### src/hw/rtl/gfsq_pkg.sv
// ----------------------------------------------------------------------------
// Group fair-share ready queue package
// Shared widths, payload types, controller states and the command and status
// bundles between the controller and the datapath.
// ----------------------------------------------------------------------------
package gfsq_pkg;

  localparam int unsigned QUEUE_DEPTH_DEF = 16;
  localparam int unsigned GROUPS_DEF      = 16;

  localparam int unsigned GROUP_W = 4;
  localparam int unsigned PID_W   = 24;
  localparam int unsigned SHARE_W = 8;

  localparam logic [SHARE_W-1:0] SHARE_RESET = 8'd100;

  typedef enum logic [0:0] {
    REQ_CREATE   = 1'b0,
    REQ_DISPATCH = 1'b1
  } req_type_e;

  typedef struct packed {
    req_type_e          req_type;
    logic [GROUP_W-1:0] group_id;
    logic [PID_W-1:0]   process_id;
  } gfsq_req_t;

  typedef struct packed {
    logic               ok;
    logic [PID_W-1:0]   run_id;
    logic [GROUP_W-1:0] run_group;
    logic [SHARE_W-1:0] share;
  } gfsq_rsp_t;

  typedef enum logic [2:0] {
    ST_IDLE,
    ST_CHECK,
    ST_HEAD,
    ST_COUNT,
    ST_DIV1,
    ST_DIV2,
    ST_FINISH
  } gfsq_state_e;

  typedef struct packed {
    logic take;        // input channel ready
    logic check;       // evaluate request, read queue head
    logic head_read;   // read count of the head entry's group
    logic div_start;   // launch a division
    logic div_second;  // operands of the second division
    logic finish;      // commit state and load the result register
  } gfsq_cmd_t;

  typedef struct packed {
    logic in_valid;
    logic fail;
    logic is_dispatch;
    logic div_busy;
    logic out_free;
  } gfsq_stat_t;

endpackage

### src/hw/rtl/gfsq_chan_if.sv
// ----------------------------------------------------------------------------
// Group fair-share ready queue channel
// Valid/ready channel carrying one payload item.
// ----------------------------------------------------------------------------
interface gfsq_chan_if #(
  parameter type payload_t = logic
);

  logic     valid;
  logic     ready;
  payload_t data;

  modport source (output valid, output data, input ready);
  modport sink   (input valid, input data, output ready);

endinterface

### src/hw/rtl/group_fair_share_ready_queue_unit.sv
// ----------------------------------------------------------------------------
// Group fair-share ready queue unit
// Ring-buffer ready queue of (group, process id) entries; dispatch reports
// the head entry and its share of the configured total.
//
//   channel   direction  payload                                 purpose
//   req_chan  in         req_type, group_id, process_id          create/dispatch
//   rsp_chan  out        ok, run_id, run_group, share            one per request
//   cfg_chan  in         share_total (8 bits)                    total share
//
// A create goes through the check and count states, a failing request only
// through the check. A successful dispatch runs two dependent memory reads and
// two 8-step restoring divisions in the shared divider.
// One request is in flight at a time; a new one is accepted while the
// previous result still waits in the output register.
// Reset empties the queue and clears all group counts, with no sweep.
// A stalled output holds the controller in its final state.
// ----------------------------------------------------------------------------
module group_fair_share_ready_queue_unit
  import gfsq_pkg::*;
#(
  parameter int unsigned QUEUE_DEPTH = QUEUE_DEPTH_DEF,
  parameter int unsigned GROUPS      = GROUPS_DEF
) (
  input  logic        clk_i,
  input  logic        rst_ni,
  gfsq_chan_if.sink   req_chan,
  gfsq_chan_if.source rsp_chan,
  gfsq_chan_if.sink   cfg_chan
);

  gfsq_cmd_t  cmd;
  gfsq_stat_t stat;

  gfsq_ctrl u_ctrl (
    .clk_i  (clk_i),
    .rst_ni (rst_ni),
    .stat_i (stat),
    .cmd_o  (cmd)
  );

  gfsq_dp #(
    .QUEUE_DEPTH (QUEUE_DEPTH),
    .GROUPS      (GROUPS)
  ) u_dp (
    .clk_i    (clk_i),
    .rst_ni   (rst_ni),
    .req_chan (req_chan),
    .rsp_chan (rsp_chan),
    .cfg_chan (cfg_chan),
    .cmd_i    (cmd),
    .stat_o   (stat)
  );

endmodule

### src/hw/rtl/gfsq_div.sv
// ----------------------------------------------------------------------------
// Group fair-share ready queue divider
// Restoring divider, one quotient bit per cycle.
// ----------------------------------------------------------------------------
module gfsq_div
  import gfsq_pkg::*;
(
  input  logic               clk_i,
  input  logic               rst_ni,
  input  logic               start_i,
  input  logic [SHARE_W-1:0] dividend_i,
  input  logic [SHARE_W-1:0] divisor_i,
  output logic               busy_o,
  output logic [SHARE_W-1:0] quotient_o
);

  localparam int unsigned STEP_W = $clog2(SHARE_W);

  logic              busy_q, busy_d;
  logic [STEP_W-1:0] step_q, step_d;
  logic [SHARE_W-1:0] rem_q, quo_q, dsr_q;
  logic [SHARE_W:0]   shifted, trial;
  logic               take_bit;

  // The remainder stays below the divisor, so the trial difference fits in
  // one bit more than the operands and its top bit is the borrow.
  always_comb begin
    shifted  = {rem_q, quo_q[SHARE_W-1]};
    trial    = shifted - {1'b0, dsr_q};
    take_bit = ~trial[SHARE_W];
  end

  always_comb begin
    busy_d = busy_q;
    step_d = step_q;
    if (start_i) begin
      busy_d = 1'b1;
      step_d = STEP_W'(SHARE_W - 1);
    end else if (busy_q) begin
      step_d = step_q - STEP_W'(1);
      if (step_q == '0) begin
        busy_d = 1'b0;
      end
    end
  end

  always_ff @(posedge clk_i or negedge rst_ni) begin
    if (!rst_ni) begin
      busy_q <= 1'b0;
      step_q <= '0;
    end else begin
      busy_q <= busy_d;
      step_q <= step_d;
    end
  end

  always_ff @(posedge clk_i) begin
    if (start_i) begin
      rem_q <= '0;
      quo_q <= dividend_i;
      dsr_q <= divisor_i;
    end else if (busy_q) begin
      rem_q <= take_bit ? trial[SHARE_W-1:0] : shifted[SHARE_W-1:0];
      quo_q <= {quo_q[SHARE_W-2:0], take_bit};
    end
  end

  assign busy_o     = busy_q;
  assign quotient_o = quo_q;

endmodule

### src/hw/rtl/gfsq_dp.sv
// ----------------------------------------------------------------------------
// Group fair-share ready queue datapath
// Queue memory, per-group count memory, pointers, share register, divider
// and the result register.
// ----------------------------------------------------------------------------
module gfsq_dp
  import gfsq_pkg::*;
#(
  parameter int unsigned QUEUE_DEPTH = QUEUE_DEPTH_DEF,
  parameter int unsigned GROUPS      = GROUPS_DEF
) (
  input  logic        clk_i,
  input  logic        rst_ni,
  gfsq_chan_if.sink   req_chan,
  gfsq_chan_if.source rsp_chan,
  gfsq_chan_if.sink   cfg_chan,
  input  gfsq_cmd_t   cmd_i,
  output gfsq_stat_t  stat_o
);

  localparam int unsigned PTR_W  = $clog2(QUEUE_DEPTH);
  localparam int unsigned CNT_W  = $clog2(QUEUE_DEPTH);
  localparam int unsigned GIDX_W = (GROUPS > 1) ? $clog2(GROUPS) : 1;
  localparam int unsigned DST_W  = $clog2(GROUPS + 1);
  localparam int unsigned GCMP_W = 8;
  localparam logic [PTR_W-1:0] LAST_PTR = PTR_W'(QUEUE_DEPTH - 1);

  gfsq_req_t          req_q;
  logic [SHARE_W-1:0] share_q;
  logic [PTR_W-1:0]   head_q, tail_q, head_next, tail_next;
  logic [DST_W-1:0]   distinct_q, distinct_d;
  logic               fail_q;
  logic               out_valid_q;
  gfsq_rsp_t          out_data_q, result;

  logic [PID_W-1:0]   id_mem  [QUEUE_DEPTH];
  logic [GROUP_W-1:0] grp_mem [QUEUE_DEPTH];
  logic [PID_W-1:0]   id_rd_q;
  logic [GROUP_W-1:0] grp_rd_q;

  logic [CNT_W-1:0]   cnt_mem [GROUPS];
  logic [GROUPS-1:0]  cnt_vld_q;
  logic [CNT_W-1:0]   cnt_rd_q;
  logic               cnt_vld_rd_q;

  logic               is_disp, grp_ok, fail_now, commit;
  logic [GIDX_W-1:0]  req_gidx, head_gidx, cnt_addr, upd_gidx;
  logic [CNT_W-1:0]   cnt_cur, cnt_new;
  logic [SHARE_W-1:0] dividend, divisor, quotient;
  logic               div_busy;

  always_comb begin
    head_next = (head_q == LAST_PTR) ? '0 : head_q + PTR_W'(1);
    tail_next = (tail_q == LAST_PTR) ? '0 : tail_q + PTR_W'(1);
    is_disp   = (req_q.req_type == REQ_DISPATCH);
    grp_ok    = GCMP_W'(req_q.group_id) < GCMP_W'(GROUPS);
    fail_now  = is_disp ? (head_q == tail_q) : ((tail_next == head_q) || !grp_ok);
    req_gidx  = GIDX_W'(req_q.group_id);
    head_gidx = GIDX_W'(grp_rd_q);
    cnt_addr  = cmd_i.head_read ? head_gidx : req_gidx;
    upd_gidx  = is_disp ? head_gidx : req_gidx;
    cnt_cur   = cnt_vld_rd_q ? cnt_rd_q : '0;
    cnt_new   = is_disp ? cnt_cur - CNT_W'(1) : cnt_cur + CNT_W'(1);
    commit    = cmd_i.finish && !fail_q;
    dividend  = cmd_i.div_second ? quotient : share_q;
    divisor   = cmd_i.div_second ? SHARE_W'(cnt_cur) : SHARE_W'(distinct_q);
  end

  // The distinct-group count follows each group count across zero.
  always_comb begin
    distinct_d = distinct_q;
    if (commit) begin
      if (!is_disp && (cnt_cur == '0)) begin
        distinct_d = distinct_q + DST_W'(1);
      end else if (is_disp && (cnt_cur == CNT_W'(1))) begin
        distinct_d = distinct_q - DST_W'(1);
      end
    end
  end

  always_comb begin
    result = '0;
    result.ok = !fail_q;
    if (!fail_q && is_disp) begin
      result.run_id    = id_rd_q;
      result.run_group = grp_rd_q;
      result.share     = quotient;
    end
  end

  gfsq_div u_div (
    .clk_i      (clk_i),
    .rst_ni     (rst_ni),
    .start_i    (cmd_i.div_start),
    .dividend_i (dividend),
    .divisor_i  (divisor),
    .busy_o     (div_busy),
    .quotient_o (quotient)
  );

  always_ff @(posedge clk_i) begin
    if (cmd_i.take && req_chan.valid) begin
      req_q <= req_chan.data;
    end
    if (cmd_i.finish) begin
      out_data_q <= result;
    end
  end

  // Queue memory: write at the tail, registered read at the head.
  always_ff @(posedge clk_i) begin
    if (commit && !is_disp) begin
      id_mem[tail_q]  <= req_q.process_id;
      grp_mem[tail_q] <= req_q.group_id;
    end
    if (cmd_i.check) begin
      id_rd_q  <= id_mem[head_q];
      grp_rd_q <= grp_mem[head_q];
    end
  end

  always_ff @(posedge clk_i) begin
    if (commit) begin
      cnt_mem[upd_gidx] <= cnt_new;
    end
    if (cmd_i.check || cmd_i.head_read) begin
      cnt_rd_q     <= cnt_mem[cnt_addr];
      cnt_vld_rd_q <= cnt_vld_q[cnt_addr];
    end
  end

  always_ff @(posedge clk_i or negedge rst_ni) begin
    if (!rst_ni) begin
      share_q     <= SHARE_RESET;
      head_q      <= '0;
      tail_q      <= '0;
      distinct_q  <= '0;
      fail_q      <= 1'b0;
      out_valid_q <= 1'b0;
      cnt_vld_q   <= '0;
    end else begin
      if (cfg_chan.valid) begin
        share_q <= cfg_chan.data;
      end
      if (cmd_i.check) begin
        fail_q <= fail_now;
      end
      if (commit) begin
        cnt_vld_q[upd_gidx] <= 1'b1;
        if (is_disp) begin
          head_q <= head_next;
        end else begin
          tail_q <= tail_next;
        end
      end
      distinct_q <= distinct_d;
      if (cmd_i.finish) begin
        out_valid_q <= 1'b1;
      end else if (rsp_chan.ready) begin
        out_valid_q <= 1'b0;
      end
    end
  end

  assign req_chan.ready = cmd_i.take;
  assign cfg_chan.ready = 1'b1;
  assign rsp_chan.valid = out_valid_q;
  assign rsp_chan.data  = out_data_q;

  assign stat_o.in_valid    = req_chan.valid;
  assign stat_o.fail        = fail_now;
  assign stat_o.is_dispatch = is_disp;
  assign stat_o.div_busy    = div_busy;
  assign stat_o.out_free    = !out_valid_q || rsp_chan.ready;

  a_empty_no_groups: assert property (@(posedge clk_i) disable iff (!rst_ni)
    (head_q == tail_q) == (distinct_q == '0))
    else $error("distinct group count disagrees with queue occupancy");

  a_head_moves: assert property (@(posedge clk_i) disable iff (!rst_ni)
    commit && is_disp |=> head_q != $past(head_q))
    else $error("successful dispatch did not advance the head");

  a_no_create_when_full: assert property (@(posedge clk_i) disable iff (!rst_ni)
    commit && !is_disp |-> tail_next != head_q)
    else $error("create committed into a full queue");

endmodule

### src/hw/rtl/gfsq_ctrl.sv
// ----------------------------------------------------------------------------
// Group fair-share ready queue controller
// Sequences one request at a time through check and, unless it fails, lookup;
// a dispatch then runs two divisions. Every request ends in the finish state.
// ----------------------------------------------------------------------------
module gfsq_ctrl
  import gfsq_pkg::*;
(
  input  logic       clk_i,
  input  logic       rst_ni,
  input  gfsq_stat_t stat_i,
  output gfsq_cmd_t  cmd_o
);

  gfsq_state_e state_q, state_d;

  always_comb begin
    state_d = state_q;
    unique case (state_q)
      ST_IDLE: begin
        if (stat_i.in_valid) begin
          state_d = ST_CHECK;
        end
      end
      ST_CHECK: begin
        if (stat_i.fail) begin
          state_d = ST_FINISH;
        end else if (stat_i.is_dispatch) begin
          state_d = ST_HEAD;
        end else begin
          state_d = ST_COUNT;
        end
      end
      ST_HEAD: begin
        state_d = ST_COUNT;
      end
      ST_COUNT: begin
        state_d = stat_i.is_dispatch ? ST_DIV1 : ST_FINISH;
      end
      ST_DIV1: begin
        if (!stat_i.div_busy) begin
          state_d = ST_DIV2;
        end
      end
      ST_DIV2: begin
        if (!stat_i.div_busy) begin
          state_d = ST_FINISH;
        end
      end
      ST_FINISH: begin
        if (stat_i.out_free) begin
          state_d = ST_IDLE;
        end
      end
      default: begin
        state_d = ST_IDLE;
      end
    endcase
  end

  always_comb begin
    cmd_o            = '0;
    cmd_o.take       = (state_q == ST_IDLE);
    cmd_o.check      = (state_q == ST_CHECK);
    cmd_o.head_read  = (state_q == ST_HEAD);
    cmd_o.div_second = (state_q == ST_DIV1);
    cmd_o.div_start  = ((state_q == ST_COUNT) && stat_i.is_dispatch) ||
                       ((state_q == ST_DIV1) && !stat_i.div_busy);
    cmd_o.finish     = (state_q == ST_FINISH) && stat_i.out_free;
  end

  always_ff @(posedge clk_i or negedge rst_ni) begin
    if (!rst_ni) begin
      state_q <= ST_IDLE;
    end else begin
      state_q <= state_d;
    end
  end

  a_idle_div_quiet: assert property (@(posedge clk_i) disable iff (!rst_ni)
    state_q == ST_IDLE |-> !stat_i.div_busy)
    else $error("divider still running while the controller is idle");

endmodule

### src/flat_wrapper.sv
// flat-port wrapper written by rule: the top's interface ports become plain ports
module group_fair_share_ready_queue_unit_flat import gfsq_pkg::*;
#(
  parameter int unsigned QUEUE_DEPTH = QUEUE_DEPTH_DEF,
  parameter int unsigned GROUPS      = GROUPS_DEF
)
  (clk_i, rst_ni, req_chan_valid, req_chan_data, req_chan_ready, rsp_chan_valid, rsp_chan_data, rsp_chan_ready, cfg_chan_valid, cfg_chan_data, cfg_chan_ready);
  gfsq_chan_if #(.payload_t(gfsq_req_t)) req_chan_i ();
  gfsq_chan_if #(.payload_t(gfsq_rsp_t)) rsp_chan_i ();
  gfsq_chan_if #(.payload_t(logic [SHARE_W-1:0])) cfg_chan_i ();
  input  logic clk_i;
  input  logic rst_ni;
  input wire logic [$bits(req_chan_i.valid)-1:0] req_chan_valid;
  input wire logic [$bits(req_chan_i.data)-1:0] req_chan_data;
  output wire logic [$bits(req_chan_i.ready)-1:0] req_chan_ready;
  output wire logic [$bits(rsp_chan_i.valid)-1:0] rsp_chan_valid;
  output wire logic [$bits(rsp_chan_i.data)-1:0] rsp_chan_data;
  input wire logic [$bits(rsp_chan_i.ready)-1:0] rsp_chan_ready;
  input wire logic [$bits(cfg_chan_i.valid)-1:0] cfg_chan_valid;
  input wire logic [$bits(cfg_chan_i.data)-1:0] cfg_chan_data;
  output wire logic [$bits(cfg_chan_i.ready)-1:0] cfg_chan_ready;
  assign req_chan_i.valid = req_chan_valid;
  assign req_chan_i.data = req_chan_data;
  assign req_chan_ready = req_chan_i.ready;
  assign rsp_chan_valid = rsp_chan_i.valid;
  assign rsp_chan_data = rsp_chan_i.data;
  assign rsp_chan_i.ready = rsp_chan_ready;
  assign cfg_chan_i.valid = cfg_chan_valid;
  assign cfg_chan_i.data = cfg_chan_data;
  assign cfg_chan_ready = cfg_chan_i.ready;
  group_fair_share_ready_queue_unit #(.QUEUE_DEPTH(QUEUE_DEPTH), .GROUPS(GROUPS)) u_core (.clk_i(clk_i), .rst_ni(rst_ni), .req_chan(req_chan_i), .rsp_chan(rsp_chan_i), .cfg_chan(cfg_chan_i));
endmodule
### config.mk
export PLATFORM = sky130hd
export DESIGN_NAME = group_fair_share_ready_queue_unit_flat
export DESIGN_NICKNAME = d
export VERILOG_FILES = /design/src/hw/rtl/gfsq_pkg.sv /design/src/hw/rtl/gfsq_chan_if.sv /design/src/hw/rtl/group_fair_share_ready_queue_unit.sv /design/src/hw/rtl/gfsq_div.sv /design/src/hw/rtl/gfsq_dp.sv /design/src/hw/rtl/gfsq_ctrl.sv /design/src/flat_wrapper.sv
export SDC_FILE = /design/constraint.sdc
export NUM_CORES = 1
export LEC_CHECK = 0
export BUFFER_PORTS_ARGS = -buffer_cell sky130_fd_sc_hd__buf_2
export CAP_MARGIN = 20
export CORE_ASPECT_RATIO = 1.25
export CORE_MARGIN = 2
export CORE_UTILIZATION = 45
export CTS_CLUSTER_DIAMETER = 100
export DETAILED_ROUTE_END_ITERATION = 8
export PLACE_DENSITY = 0.69
export SYNTH_ARGS = -nofsm -noshare
export SYNTH_HDL_FRONTEND = slang
export SYNTH_SLANG_ARGS = --single-unit
export TNS_END_PERCENT = 5
### constraint.sdc
create_clock -name clk_i -period 4.15 [get_ports clk_i]
set_input_delay 0.2075 -clock clk_i [delete_from_list [all_inputs] [get_ports clk_i]]
set_output_delay 0.2075 -clock clk_i [all_outputs]
set_load 0.01 [all_outputs]
---- Yosys cells after proc, flatten, opt, wreduce, memory -nomap -nowiden ----
Memories as Yosys holds them, arrays and structs flattened. A register that Yosys moved wholly into a read port is not among the register bits.
Cells that the tools add are included.
W data, S select, Z words.
word-level totals
  register bits after elaboration ......... 137
  memory bits (writable) .................. 512
  input port bits ......................... 42
  output and inout bits ................... 40
  word-level logic and storage cells ...... 120
  memories kept ........................... 3
memory list
  name                 words  bits a word  read ports  clocked after memory_dff  write ports  RTL line       RTL
  u_core.u_dp.id_mem   16     24           1           1                         1            gfsq_dp.sv:36  logic [PID_W-1:0] id_mem [QUEUE_DEPTH];
  u_core.u_dp.cnt_mem  16     4            1           1                         1            gfsq_dp.sv:41  logic [CNT_W-1:0] cnt_mem [GROUPS];
  u_core.u_dp.grp_mem  16     4            1           1                         1            gfsq_dp.sv:37  logic [GROUP_W-1:0] grp_mem [QUEUE_DEPTH];
cells by class
  add/subtract/negate cells ............... 8
  $lt $le $gt $ge ......................... 3
  equality and inequality tests ........... 16
  multiplexer cells ....................... 37
  bitwise operators ....................... 3
  reductions and logical operators ........ 28
operators by type and width
  kind                   number
  $mux W8                4
  $mux W4                7
  $mux W3                7
  $pmux W3 S7            1
  $or A16 B16 Y16        1
  $mux W1                13
  $add A4 B1 Y4 const B  3
  $logic_and A1 B1 Y1    10
  $lt A4 B5 Y1 const B   2
  $mux W5                2
  $ne A2 B2 Y1 const B   5
  $eq A3 B3 Y1 const B   3
  $sub A9 B8 Y9          1
  $eq A4 B4 Y1           2
  $eq A4 B4 Y1 const B   2
  $reduce_and A2 Y1      4
  $eq A3 B2 Y1 const B   2
  $logic_not A3 Y1       2
  $reduce_bool A2 Y1     3
  $add A5 B1 Y5 const B  1
  $sub A5 B1 Y5 const B  1
  $bmux W1 S4            1
  $demux W1 S4           1
  $eq A4 B1 Y1 const B   1
  10 further kinds       16

---- Logic depth before layout (Yosys ltp) ----
  word-level depth ........................ 7
  mapped depth ............................ 10
  gate-level depth less buffers ........... 9

---- Cells and area by module ----
From an unflattened synthesis, not the netlist that was laid out.
second synthesis, totals
  cell total of the unflattened synthesis .. 1422
  area total of the unflattened synthesis .. 27289.9 um^2
modules (own cells, without submodules)
  module     times used  cells an instance  area each (um^2)  sequential area each (um^2)
  gfsq_dp    1           1245               25406.9           19327.3
  gfsq_div   1           149                1610.3            740.7
  gfsq_ctrl  1           28                 272.8             75.1

---- Worst setup path after synthesis ----
Ideal clock, no wire load.
  path type ............................... register to register
  start point ............................. register u_core.u_ctrl.state_q[0]
  end point ............................... memory u_core.u_dp.grp_mem[3][0] (enable)
  setup time .............................. 0.448 ns
  arrival time ............................ 3.462 ns
  data required time ...................... 3.702 ns
  setup slack ............................. 0.240 ns
  cell stages (with the launch flop) ...... 7
  buffers on the path ..................... 1
  clock period less this slack ............ 3.910 ns
  cells stage by stage .................... dfrtp_1 > buf_1 > nand3b_1 > nand2b_1 > nor3_2 > nand2_1 > nor3_1
between the ends
  word-level cells in the longest chain between the ends .. 6
RTL lines
  what                           RTL line         RTL
  start: declaration             gfsq_ctrl.sv:15  gfsq_state_e state_q, state_d;
  start signal: assignment       gfsq_ctrl.sv:76  state_q <= state_d;
  $eq A3 B3 Y1                   gfsq_ctrl.sv:69  cmd_o.finish = (state_q == ST_FINISH) && stat_i.out_free;
  $logic_and A1 B1 Y1            gfsq_ctrl.sv:69
  $logic_and A1 B1 Y1            gfsq_dp.sv:64    commit = cmd_i.finish && !fail_q;
  $logic_and A1 B1 Y1            gfsq_dp.sv:112   if (commit && !is_disp) begin
  $mux W1                        gfsq_dp.sv:112
  $mux W1 (implied by the code)  gfsq_dp.sv:114   grp_mem[tail_q] <= req_q.group_id;
  end: declaration               gfsq_dp.sv:37
No other way between the ends.

---- Final worst setup path ----
  start point ............................. register u_core.u_ctrl.state_q[0]
  end point ............................... memory u_core.u_dp.id_mem[11][16] (enable)
between the ends
  word-level cells in the longest chain between the ends .. 6
RTL lines
  what                           RTL line         RTL
  $eq A3 B3 Y1                   gfsq_ctrl.sv:69
  $logic_and A1 B1 Y1            gfsq_ctrl.sv:69
  $logic_and A1 B1 Y1            gfsq_dp.sv:64
  $logic_and A1 B1 Y1            gfsq_dp.sv:112
  $mux W1                        gfsq_dp.sv:112
  $mux W1 (implied by the code)  gfsq_dp.sv:113   id_mem[tail_q] <= req_q.process_id;
  end: declaration               gfsq_dp.sv:36
No other way between the ends.

==> impl_metrics.tcl <==
set metrics [dict create \
    status "complete, no violations" \
    synth-seq-cells 678 \
    max_cap_violations 0 \
    grt_max_degree 49 \
    p_leak_nw 10.2 \
    wl_per_cell_um 23.1 \
    antenna_found_initial 1 \
    post-route-period-util_pct 74.8 \
    worst-path-max-fanout 18 \
    worstPathArrival_ps 3370 \
    first_global_vias 13600 \
    crit_type "register to register" \
    clk_latency_ps 600 \
    utilization_pct 52.6 \
    holdCritPathClass "input pin to register" \
    synth.yosys.seq_area_share_pct 75.8 \
    port_buffers 80 \
    placed_area_um2 28000 \
    routed_wl_um 53700 \
    start_util_pct 45.4 \
    crit_path_start_kind "register" \
    drt_iter0_markers 1008 \
    rows 99 \
    dp_cells 2154 \
    end_kind "register" \
    tightest_slew_ps 1080 \
    nets 1571 \
    dp_hpwl_um 31700 \
    required_ps 4410 \
    clk_path_buf_depth 3 \
    slew_violations 0 \
    busiest_layer "met2" \
    dieArea_um2 60700 \
    die_w_um 221 \
    cp-startpoint "u_core.u_ctrl.state_q[0]" \
    finClkSkew_ps 13.2 \
    setup_viol 0 \
    instances_no_fill 2320 \
    grt_pass1_wl_um 82600 \
    synth_top_area_share_pct 70.9 \
    p_per_area_nw_per_um2 653 \
    core_area_um2 58200 \
    synthArstFlopShare_pct 6.78 \
    antenna_cells 0 \
    ys_top_cells_by_count "624 x edfxtp_1, 140 x mux4_2, 87 x nand2_1" \
    gp_congestion 0.872 \
    synth_flop_cell "edfxtp_1" \
    stdcell_area_um2 30600 \
    grtUsageMet2_pct 31.0 \
    synth_cell_types 55 \
    met1_usage_pct 23.6 \
    vias_per_cell 5.57 \
    syn_area_per_cell_um2 19.6 \
    cts_tree "yes" \
    hold_violations 0 \
    yosys-top-cells-area "edfxtp_1 71%, mux4_2 12%, dfrtp_1 4.1%" \
    ys_warn_count 0 \
    vdd_drop_max_mv 0.522 \
    clkSinkCount 678 \
    grt_use_met3_pct 2.74 \
    track_usage_pct 18.0 \
    drc 0 \
    path_clk_slew_ps 60 \
    drive_above_1_share_pct 27.3 \
    post_cts_buffers 0 \
    crit_end "u_core.u_dp.id_mem[11][16]" \
    fmaxAchievable_mhz 322 \
    cts-root-buf "clkbuf_16" \
    r2r-start "u_core.u_ctrl.state_q[0]" \
    synth_fp_nets 1411 \
    period_minus_slack_ps 3100 \
    reg2reg_slack_ps 1050 \
    ff2ff_path_depth 6 \
    reg2reg_to "u_core.u_dp.id_mem[11][16]" \
    synth_area_um2 26400 \
    min_path_cells 2 \
    via_count 12900 \
    synthCells 1348 \
    relSlewSlack_pct 28.0 \
    synth-edff-count 624 \
    numCtsBuffers 69 \
    yosys.area.top_type "edfxtp_1" \
    fin_setup_tns_ps 0 \
    syn2layout_area_growth_pct 15.9 \
    rsz0062_at_grt "no" \
    cts_max_level 3 \
    ant_nets 0 \
    grt-ovfl-total 0 \
    first_pass_iters 5 \
    die_h_um 275 \
    yosysMostFrequentCell "edfxtp_1" \
    boundaryPins 82 \
]
critical path, stage by stage, from the launching register on:
cell and delay (ps):
dfrtp_1 520, nand3b_1 240, nand2b_1 240, nor3_2 500, nand2_1 410, nor2_4 430
buf_4 400
flip-flops by register name, summed over array words and instances, names as in the netlist, 4 cells and up:
name,flops
u_core.u_dp.tail_q,4
u_core.u_dp.req_q,24
u_core.u_dp.grp_rd_q,4
u_core.u_dp.grp_mem,64
u_core.u_dp.cnt_rd_q,4
u_core.u_dp.u_div.rem_q,8
u_core.u_dp.id_mem,384
u_core.u_dp.u_div.quotient_o,8
u_core.u_dp.cnt_mem,64
u_core.u_dp.share_q,8
u_core.u_dp.head_q,4
u_core.u_dp.req_gidx,4
u_core.u_dp.cnt_vld_q,16
u_core.u_dp.id_rd_q,24
u_core.u_dp.rsp_chan.data,37
u_core.u_dp.u_div.dsr_q,5
u_core.u_dp.distinct_q,5
cell families (layout without fill, tap and decap cells):
logic type               count (synthesis)  count (layout)  share of synthesized area [%]
AO/OA/AOI/OAI                           98              98                           2.50
XOR/XNOR                                21              21                          0.696
adder cells (fa/ha/maj)                 21              21                           1.05
buffers and inverters                   90             305                           1.35
flip-flops                             678             678                           75.8
multiplexers                           188             188                           13.8
other                                    1               1                         0.0142
AND/OR/NAND/NOR                        251             251                           4.73
worst min-delay path by stage:
stage	from	to
after floorplan	rst_ni	u_core.u_ctrl.state_q[0]
after global placement	rst_ni	u_core.u_dp.share_q[7]
after detailed placement	rst_ni	u_core.u_dp.share_q[7]
after CTS	cfg_chan_valid	u_core.u_dp.share_q[5]
after global routing	cfg_chan_valid	u_core.u_dp.share_q[6]
final	cfg_chan_valid	u_core.u_dp.share_q[1]
placed cells by master, fill, tap and decap left out, types with 9 or more instances in the layout:
cell,Yosys,routed
a21oi_1,14,14
a32oi_1,21,21
and2_1,39,38
buf_2,9,80
buf_4,2,32
clkbuf_1,51,13
clkbuf_16,0,69
clkinv_1,0,9
clkinv_2,0,9
dfrtp_1,43,39
dlygate4sd3_1,0,39
edfxtp_1,624,624
ha_1,19,19
inv_1,24,23
mux2_2,20,20
mux2i_1,28,28
mux4_2,140,140
nand2_1,87,87
nor2_1,48,36
nor2_4,0,12
o21ai_0,29,29
or2_2,16,16
xnor2_1,13,13
area by class of cell:
class                           count  area, um2
Clock inverter                     42        469
Timing Repair Buffer              155       1110
Multi-Input combinational cell    580       6150
Inverter                           24       90.1
Sequential cell                   678      20100
Fill cell                        4545      27600
Tap cell                          757        947
Clock buffer                       84       1800
stage by stage:
stage	power [mW]	setup slack [ps]	hold WS, ps
finish	20.0	1050	41.1
global route	20.9	838	49.8
CTS	20.2	1050	29.6
detailed placement	14.0	1060	232
global placement	13.9	1190	230
floorplan	12.5	240	-88.1
layer usage:
layer	up-vias	wire [um]
li1	5704	-
met1	6754	22400
met2	371	27500
met3	90	2550
met4	0	1210
met5	-	0
report_power, final:
| group | switching, mW | internal, mW | total [mW] | leakage [nW] |
|---|---|---|---|---|
| Clock | 2.60 | 3.59 | 6.18 | 1.10 |
| Combinational | 2.22 | 2.21 | 4.43 | 2.82 |
| Sequential | 0.832 | 8.56 | 9.39 | 6.28 |
what timing repair did:
action                    in CTS  in global routing
gates resized for setup        0                  0
hold buffers                  39                  0
hold endpoints to repair      59                  0
No activity file was read; power rests on OpenSTA's default activity.
